<file path="config.mk">
export PLATFORM = sky130hd
export DESIGN_NAME = spi_slave_queued_exchange
export DESIGN_NICKNAME = d
export VERILOG_FILES = /design/src/sv/ssqe_pkg.sv /design/src/sv/ssqe_fifo.sv /design/src/sv/ssqe_marks.sv /design/src/sv/spi_slave_queued_exchange.sv
export SDC_FILE = /design/constraint.sdc
export NUM_CORES = 1
export LEC_CHECK = 0
export BUFFER_PORTS_ARGS = -buffer_cell sky130_fd_sc_hd__buf_2
export CORE_ASPECT_RATIO = 1.1
export CORE_MARGIN = 1
export CORE_UTILIZATION = 65
export CTS_BUF_LIST = sky130_fd_sc_hd__clkbuf_8
export CTS_CLUSTER_SIZE = 14
export DETAILED_ROUTE_END_ITERATION = 7
export GPL_TIMING_DRIVEN = 0
export PLACE_DENSITY = 0.84
export SETUP_SLACK_MARGIN = 0.4
export SYNTH_ARGS = -nofsm -noshare
export SYNTH_HDL_FRONTEND = slang
export SYNTH_SLANG_ARGS = --single-unit
export TNS_END_PERCENT = 20
</file>
<file path="constraint.sdc">
create_clock -name clk -period 5.1 [get_ports clk]
set_input_delay 0.51 -clock clk [delete_from_list [all_inputs] [get_ports clk]]
set_output_delay 0.51 -clock clk [all_outputs]
set_load 0.005 [all_outputs]
</file>
<file path="src/sv/ssqe_pkg.sv">
// ---------------------------------------------------------------------------
// ssqe_pkg
// Shared codes, defaults and control/status structs for the SPI slave
// queued exchange block.
// ---------------------------------------------------------------------------
package ssqe_pkg;

  localparam int QUEUE_DEPTH_DEFAULT = 8;

  // action codes
  localparam logic [1:0] ACT_QUEUE = 2'd0;
  localparam logic [1:0] ACT_READ  = 2'd1;
  localparam logic [1:0] ACT_EXCH  = 2'd2;
  localparam logic [1:0] ACT_NONE  = 2'd3;

  // status codes
  localparam logic [1:0] ST_OK       = 2'd0;
  localparam logic [1:0] ST_TX_FULL  = 2'd1;
  localparam logic [1:0] ST_RX_EMPTY = 2'd2;
  localparam logic [1:0] ST_EXCH     = 2'd3;

  typedef struct packed {
    logic push;
    logic pop;
  } fifo_ctrl_t;

  typedef struct packed {
    logic empty;
    logic full;
  } fifo_stat_t;

  typedef struct packed {
    logic append;
    logic keep;
    logic consume;
  } mark_ctrl_t;

  typedef struct packed {
    logic pending;
    logic oldest;
  } mark_stat_t;

endpackage

</file>
<file path="src/sv/ssqe_fifo.sv">
// ---------------------------------------------------------------------------
// ssqe_fifo
// Byte FIFO with a registered head: head shows the oldest entry in the
// cycle after any push or pop.
// ---------------------------------------------------------------------------
module ssqe_fifo
  import ssqe_pkg::*;
#(
  parameter int DEPTH = QUEUE_DEPTH_DEFAULT
) (
  input  logic       clk,
  input  logic       rst,
  input  fifo_ctrl_t ctrl,
  input  logic [7:0] wdata,
  output logic [7:0] head,
  output fifo_stat_t stat
);

  localparam int AW = (DEPTH > 1) ? $clog2(DEPTH) : 1;
  localparam int FW = $clog2(DEPTH + 1);
  localparam logic [AW-1:0] LAST = AW'(DEPTH - 1);
  localparam logic [FW-1:0] FULL = FW'(DEPTH);

  logic [7:0]    mem [DEPTH];
  logic [AW-1:0] rd_pos;
  logic [AW-1:0] rd_pos_next;
  logic [AW-1:0] wr_pos;
  logic [FW-1:0] fill;
  logic          do_push;
  logic          do_pop;

  assign stat.empty = (fill == '0);
  assign stat.full  = (fill == FULL);
  assign do_push    = ctrl.push && !stat.full;
  assign do_pop     = ctrl.pop && !stat.empty;

  always_comb begin
    rd_pos_next = rd_pos;
    if (do_pop) begin
      rd_pos_next = (rd_pos == LAST) ? '0 : rd_pos + AW'(1);
    end
  end

  always_ff @(posedge clk) begin
    if (rst) begin
      rd_pos <= '0;
      wr_pos <= '0;
      fill   <= '0;
    end else begin
      rd_pos <= rd_pos_next;
      if (do_push) begin
        wr_pos <= (wr_pos == LAST) ? '0 : wr_pos + AW'(1);
      end
      if (do_push && !do_pop) begin
        fill <= fill + FW'(1);
      end else if (do_pop && !do_push) begin
        fill <= fill - FW'(1);
      end
    end
  end

  // storage and registered head read, bypassing a write to the new head
  always_ff @(posedge clk) begin
    if (do_push) begin
      mem[wr_pos] <= wdata;
    end
    if (do_push && (wr_pos == rd_pos_next)) begin
      head <= wdata;
    end else begin
      head <= mem[rd_pos_next];
    end
  end

endmodule

</file>
<file path="src/sv/ssqe_marks.sv">
// ---------------------------------------------------------------------------
// ssqe_marks
// Bit queue of keep/drop marks; bit 0 is the oldest, append at the count.
// ---------------------------------------------------------------------------
module ssqe_marks
  import ssqe_pkg::*;
#(
  parameter int DEPTH = QUEUE_DEPTH_DEFAULT
) (
  input  logic       clk,
  input  logic       rst,
  input  mark_ctrl_t ctrl,
  output mark_stat_t stat
);

  // one mark per queued byte plus the one in the shift register
  localparam int MW = DEPTH + 1;
  localparam int CW = $clog2(MW + 1);
  localparam logic [CW-1:0] CMAX = CW'(MW);

  logic [MW-1:0] marks;
  logic [MW-1:0] marks_next;
  logic [CW-1:0] count;
  logic [CW-1:0] count_next;

  assign stat.pending = (count != '0);
  assign stat.oldest  = marks[0];

  always_comb begin
    marks_next = marks;
    count_next = count;
    if (ctrl.append && (count != CMAX)) begin
      for (int i = 0; i < MW; i++) begin
        if (CW'(i) == count) begin
          marks_next[i] = ctrl.keep;
        end
      end
      count_next = count + CW'(1);
    end else if (ctrl.consume && stat.pending) begin
      marks_next = marks >> 1;
      count_next = count - CW'(1);
    end
  end

  always_ff @(posedge clk) begin
    if (rst) begin
      marks <= '0;
      count <= '0;
    end else begin
      marks <= marks_next;
      count <= count_next;
    end
  end

endmodule

</file>
<file path="src/sv/spi_slave_queued_exchange.sv">
// ---------------------------------------------------------------------------
// spi_slave_queued_exchange
// Buffering for an SPI slave: reply queue, receive queue, keep/drop marks
// and the shift register load decision.
// ---------------------------------------------------------------------------
//
//  channel | direction | handshake         | payload
//  --------+-----------+-------------------+-----------------------------------
//  in      | into      | in_valid/in_stall | action tx_byte keep_reply
//          |           |                   | master_byte
//  out     | out of    | out_valid/out_stall | status read_byte load_valid
//          |           |                   | load_byte rx_overflow
//
//  One item per cycle sustained while out_stall is low. An item passes through
//  the input register, and its result is then written to the result register.
//  Reset (rst, synchronous) empties both queues and the mark queue and frees
//  the shift register; queue storage itself is not cleared.
//  A stalled result holds the result register; the input register then holds
//  too and in_stall rises. An unused action code yields no result.
//
module spi_slave_queued_exchange
  import ssqe_pkg::*;
#(
  parameter int QUEUE_DEPTH = QUEUE_DEPTH_DEFAULT
) (
  input  logic       clk,
  input  logic       rst,
  // input channel
  input  logic       in_valid,
  output logic       in_stall,
  input  logic [1:0] action,
  input  logic [7:0] tx_byte,
  input  logic       keep_reply,
  input  logic [7:0] master_byte,
  // output channel
  output logic       out_valid,
  input  logic       out_stall,
  output logic [1:0] status,
  output logic [7:0] read_byte,
  output logic       load_valid,
  output logic [7:0] load_byte,
  output logic       rx_overflow
);

  // input register
  logic       s1_valid;
  logic [1:0] s1_action;
  logic [7:0] s1_tx_byte;
  logic       s1_keep;
  logic [7:0] s1_master;

  // shift register occupancy
  logic shifter_free;
  logic shifter_free_next;

  // queue interfaces
  fifo_ctrl_t tx_ctrl;
  fifo_stat_t tx_stat;
  logic [7:0] tx_head;
  fifo_ctrl_t rx_ctrl;
  fifo_stat_t rx_stat;
  logic [7:0] rx_head;
  mark_ctrl_t mk_ctrl;
  mark_stat_t mk_stat;

  // result values computed this cycle
  logic       out_ready;
  logic       fire;
  logic       res_valid;
  logic [1:0] res_status;
  logic [7:0] res_read;
  logic       res_lv;
  logic [7:0] res_lb;
  logic       res_ovf;
  logic       store;

  // result register free, or being taken this cycle
  assign out_ready = !out_valid || !out_stall;
  assign fire      = s1_valid && out_ready;
  assign in_stall  = s1_valid && !out_ready;

  always_ff @(posedge clk) begin
    if (rst) begin
      s1_valid <= 1'b0;
    end else if (!in_stall) begin
      s1_valid <= in_valid;
    end
  end

  always_ff @(posedge clk) begin
    if (in_valid && !in_stall) begin
      s1_action  <= action;
      s1_tx_byte <= tx_byte;
      s1_keep    <= keep_reply;
      s1_master  <= master_byte;
    end
  end

  // single-pass item decode and queue control
  always_comb begin
    tx_ctrl           = '0;
    rx_ctrl           = '0;
    mk_ctrl           = '0;
    mk_ctrl.keep      = s1_keep;
    shifter_free_next = shifter_free;
    res_valid         = 1'b0;
    res_status        = ST_OK;
    res_read          = '0;
    res_lv            = 1'b0;
    res_lb            = '0;
    res_ovf           = 1'b0;
    store             = 1'b1;
    if (fire) begin
      unique case (s1_action)
        ACT_QUEUE: begin
          res_valid = 1'b1;
          if (tx_stat.full) begin
            res_status = ST_TX_FULL;
          end else begin
            mk_ctrl.append = 1'b1;
            // nothing ahead of it: straight into the shift register
            if (tx_stat.empty && shifter_free) begin
              shifter_free_next = 1'b0;
              res_lv            = 1'b1;
              res_lb            = s1_tx_byte;
            end else begin
              tx_ctrl.push = 1'b1;
            end
          end
        end
        ACT_READ: begin
          res_valid = 1'b1;
          if (rx_stat.empty) begin
            res_status = ST_RX_EMPTY;
          end else begin
            res_read    = rx_head;
            rx_ctrl.pop = 1'b1;
          end
        end
        ACT_EXCH: begin
          res_valid  = 1'b1;
          res_status = ST_EXCH;
          // oldest mark decides; with no mark the byte is always kept
          if (mk_stat.pending) begin
            store           = mk_stat.oldest;
            mk_ctrl.consume = 1'b1;
          end
          if (store) begin
            if (rx_stat.full) begin
              res_ovf = 1'b1;
            end else begin
              rx_ctrl.push = 1'b1;
            end
          end
          if (!tx_stat.empty) begin
            res_lv            = 1'b1;
            res_lb            = tx_head;
            tx_ctrl.pop       = 1'b1;
            shifter_free_next = 1'b0;
          end else begin
            shifter_free_next = 1'b1;
          end
        end
        ACT_NONE: begin
          res_valid = 1'b0;
        end
        default: begin
          res_valid = 1'b0;
        end
      endcase
    end
  end

  always_ff @(posedge clk) begin
    if (rst) begin
      shifter_free <= 1'b1;
      out_valid    <= 1'b0;
    end else begin
      shifter_free <= shifter_free_next;
      if (out_ready) begin
        out_valid <= res_valid;
      end
    end
  end

  always_ff @(posedge clk) begin
    if (out_ready && res_valid) begin
      status      <= res_status;
      read_byte   <= res_read;
      load_valid  <= res_lv;
      load_byte   <= res_lb;
      rx_overflow <= res_ovf;
    end
  end

  ssqe_fifo #(
    .DEPTH(QUEUE_DEPTH)
  ) u_tx_fifo (
    .clk  (clk),
    .rst  (rst),
    .ctrl (tx_ctrl),
    .wdata(s1_tx_byte),
    .head (tx_head),
    .stat (tx_stat)
  );

  ssqe_fifo #(
    .DEPTH(QUEUE_DEPTH)
  ) u_rx_fifo (
    .clk  (clk),
    .rst  (rst),
    .ctrl (rx_ctrl),
    .wdata(s1_master),
    .head (rx_head),
    .stat (rx_stat)
  );

  ssqe_marks #(
    .DEPTH(QUEUE_DEPTH)
  ) u_marks (
    .clk (clk),
    .rst (rst),
    .ctrl(mk_ctrl),
    .stat(mk_stat)
  );

endmodule
</file>
==> results.py <==
metrics = {
    "clocking": {
        "worstSkewPairLatency_ns": 0.56,
        "cts_buffer_depth": 3,
        "clockRootBuffer": "clkbuf_8",
        "post-cts-setup-buffer-count": 0,
        "cts_tree": "done",
        "post_cts_hold_buffer_count": 0,
        "cts_made_buffers": 31,
        "post_cts_resized": 0,
        "worst_setup_hold_path_clk_slew_ns": 0.06,
        "clkSinkCount": 209,
        "cts_max_level": 1,
    },
    "floorplanning": {
        "rows": 43,
        "dieHeight_um": 121,
        "io_pins": 45,
        "core_region_area_sq_mm": 0.0126,
        "die_x_um": 110,
        "die_area_sq_mm": 0.0134,
        "effective_utilization_at_floorplan_pct": 66.8,
    },
    "timing": {
        "timing_hold_violations_final": 0,
        "max_clock_freq_mhz": 294,
        "grt_setup_unrepaired": "false",
        "timing.slew.headroom_pct": 13.1,
        "final_critical_path_setup_slack_ns": 1.70,
        "tightest_slew_ns": 1.29,
        "final.setup.tns_ns": 0,
        "setup_violations": 0,
        "clock_skew_ns": 0.0157,
        "drv_slew": 0,
        "min_period_over_period_pct": 66.7,
        "final.min_clock_period_ns": 3.40,
    },
    "job": {
        "maxCapViolations": 0,
    },
    "detailed_routing": {
        "totalWireLength_um": 16000,
        "drt-initial-drc-count": 241,
        "vias_per_cell": 6.11,
        "drt_first_pass_iters": 4,
        "post-route-drc-count": 0,
        "detail-route-antenna-nets": 0,
        "via_count": 4773,
        "wl_per_cell_um": 20.5,
    },
    "final_layout": {
        "finish.net_count": 642,
        "post_route_cells_drive_above_1_share_pct": 25.6,
        "area_delta_synth_final_pct": 13.2,
        "post-route-util_pct": 75.6,
        "antenna_cells_inserted": 0,
    },
    "min_path": {
        "min-delay-path-class": "in2reg",
    },
    "power_and_ir_drop": {
        "cellPowerDensity_mw_per_mm2": 343,
        "max-vdd-ir-drop_mv": 0.240,
        "p_leak_uw": 0.00327,
    },
    "yosys": {
        "nets_in_the_synthesized_netlist": 561,
        "sequential_to_total_area_share_from_yosys_stat_pct": 69.6,
        "synth_cells": 518,
        "synth_largest_type_area_fraction_pct": 59.6,
        "synth_area_per_cell_sq_um": 16.2,
        "synth_top_cells_by_count": "edfxtp_1 (167), dfxtp_1 (42), nor2_1 (38)",
        "ys_top_cells_by_area": "edfxtp_1 (60%), dfxtp_1 (10%), mux4_2 (8.6%)",
        "synth.ff_latch_count": 209,
        "unique_cell_type_count_in_the_yosys_netlist": 53,
        "synthFlopType": "edfxtp_1",
        "syn-cell-area_sq_mm": 0.00841,
        "async_flop_share_pct": 0,
        "synth_warnings": 0,
        "top_cell_type_by_total_area_after_synthesis": "edfxtp_1",
        "synth_enable_flop_cells": 167,
        "post-synth-top-count-cell": "edfxtp_1",
    },
    "place": {
        "buffer_ports.inserted": 44,
        "post-dp-hpwl_um": 10500,
        "dp_slack_ns": 1.59,
        "routabilityCongestion": 0.911,
    },
    "status": {
        "status": "completed",
    },
    "global_routing": {
        "grt_pass1_wl_um": 24800,
        "grt_max_degree": 21,
        "antenna_violations_before_repair": 0,
        "grt_use_total_pct": 24.5,
        "grt_pass1_vias": 4906,
        "globalRouteOverflowTotal": 0,
    },
    "setup_path": {
        "crit_path_cell_trace": "nor4_1, or3_1, clkbuf_1, ha_1, inv_1, ha_1, a21o_1, a21oi_1, xnor2_1, or3_1, a21oi_1",
        "worst_ep_arrival_time_ns": 3.88,
        "crit_path_launch_type": "flip-flop",
        "required_time_at_the_worst_slack_endpoint_ns": 5.58,
        "crit_path_max_incr_delay_ns": 0.64,
        "setup.worst_path.class": "reg2reg",
        "endpoint_kind": "flip-flop",
        "cp_max_fo": 10,
        "crit_path_top_delay_cell": "nor4_1",
    },
}
==> layer usage <==
layer | share of wire [%] | track usage, % | routed length, um
met5 | 0 | 0 | 0
met4 | 2.7 | 10.3 | 425
met3 | 5.3 | 4.00 | 855
met2 | 53 | 44.0 | 8500
met1 | 39 | 29.4 | 6200
==> metrics by stage <==
| stage | power (uW) | cells | hold slack (ns) | cell area (sq um) |
|---|---|---|---|---|
| 2_1_floorplan | 1990 | 518 | 0.437 | 8410 |
| 3_3_place_gp | 2030 | 719 | 0.457 | 8830 |
| 3_5_place_dp | 2040 | 721 | 0.473 | 8870 |
| 4_1_cts | 3290 | 779 | 0.104 | 9470 |
| 5_1_grt | 3370 | 781 | 0.0963 | 9520 |
| 6_report | 3270 | 781 | 0.131 | 9520 |
==> kinds of logic (layout without fill, tap and decap cells) <==
group | after synthesis | after routing | synth area share [%]
buf+inv | 29 | 135 | 1.46
fa+ha+maj | 20 | 20 | 3.15
mux | 57 | 57 | 11.6
compound gates | 68 | 68 | 5.35
xor+xnor | 10 | 10 | 1.04
simple gates | 125 | 125 | 7.73
flops | 209 | 209 | 69.6
==> flip-flops by register name, summed over array words and instances, names as in the netlist, 4 cells and up, named ones only <==
signal	cells
load_byte	8
read_byte	8
s1_master	8
s1_tx_byte	8
u_marks.count	4
u_marks.marks	9
u_rx_fifo.fill	4
u_rx_fifo.mem	64
u_tx_fifo.fill	4
u_tx_fifo.mem	64
==> cell type report <==
| type | instances | area, sq um |
|---|---|---|
| repair buffers | 48 | 258 |
| clock inverters | 21 | 93.8 |
| plain buffers | 21 | 92.6 |
| inverters | 8 | 30.0 |
| clock buffers | 37 | 509 |
| multi-input cells | 280 | 2480 |
| flip-flops and latches | 209 | 5860 |
| well taps | 157 | 196 |
| fillers | 756 | 3070 |
==> power breakdown <==
part / internal [uW] / switching [uW] / total [uW]
combinational: 46.0 / 65.6 / 112
clock: 661 / 608 / 1270
sequential: 1860 / 25.2 / 1890
total: 2570 / 698 / 3270
==> layout by cell type (no fill, tap or decap), types with 2 or more instances in the layout <==
cell / Yosys / final
nor3_1: 14 / 12
mux2i_1: 21 / 21
o21ai_0: 14 / 14
mux2_2: 3 / 3
buf_1: 2 / 2
nor2_1: 38 / 38
buf_2: 8 / 52
o21bai_1: 2 / 2
fa_1: 2 / 2
a21oi_1: 19 / 18
ha_1: 18 / 18
xor2_1: 4 / 4
nor3b_2: 1 / 5
edfxtp_1: 167 / 167
nor4_2: 1 / 2
a31oi_1: 7 / 7
nor3b_1: 6 / 2
nor3_2: 1 / 3
nand2_1: 30 / 30
clkinv_2: 0 / 6
or3_1: 5 / 5
dfxtp_1: 42 / 42
nand3_1: 2 / 2
nor4_1: 3 / 2
xnor2_1: 6 / 6
and3_1: 2 / 2
clkinv_1: 0 / 2
o21ba_2: 4 / 4
nand3b_1: 2 / 2
nor2b_1: 8 / 7
mux4_2: 32 / 32
clkbuf_8: 0 / 37
inv_1: 7 / 19
a2111oi_0: 7 / 7
a22oi_1: 2 / 2
a21o_1: 3 / 3
clkbuf_1: 10 / 10
buf_4: 1 / 4
nand2b_1: 7 / 7
==> final timing paths <==
check | cells past startpoint | slack (ns) | end | from
setup / recovery | 11 | 1.70 | u_tx_fifo.fill[3]$_SDFFE_PP0P_ | u_tx_fifo.fill[0]$_SDFFE_PP0P_
hold / removal | 1 | 0.13 | s1_tx_byte[0]$_DFFE_PP_ | tx_byte[0]
setup reg to reg | 11 | 1.70 | u_tx_fifo.fill[3]$_SDFFE_PP0P_ | u_tx_fifo.fill[0]$_SDFFE_PP0P_
hold reg to reg | 2 | 0.48 | shifter_free$_SDFFE_PP1P_ | shifter_free$_SDFFE_PP1P_
==> worst max-delay path, delay by kind of cell, from the launching register on <==
kind	cells	cell delay (ns)
and+or+nand+nor	3	1.23
adders and majority gates	2	0.60
buffers and inverters	2	0.57
AOI/OAI and AO/OA	3	0.49
DFF	1	0.37
xor gates and xnor gates	1	0.09
Power figures use the tool's default switching activity.
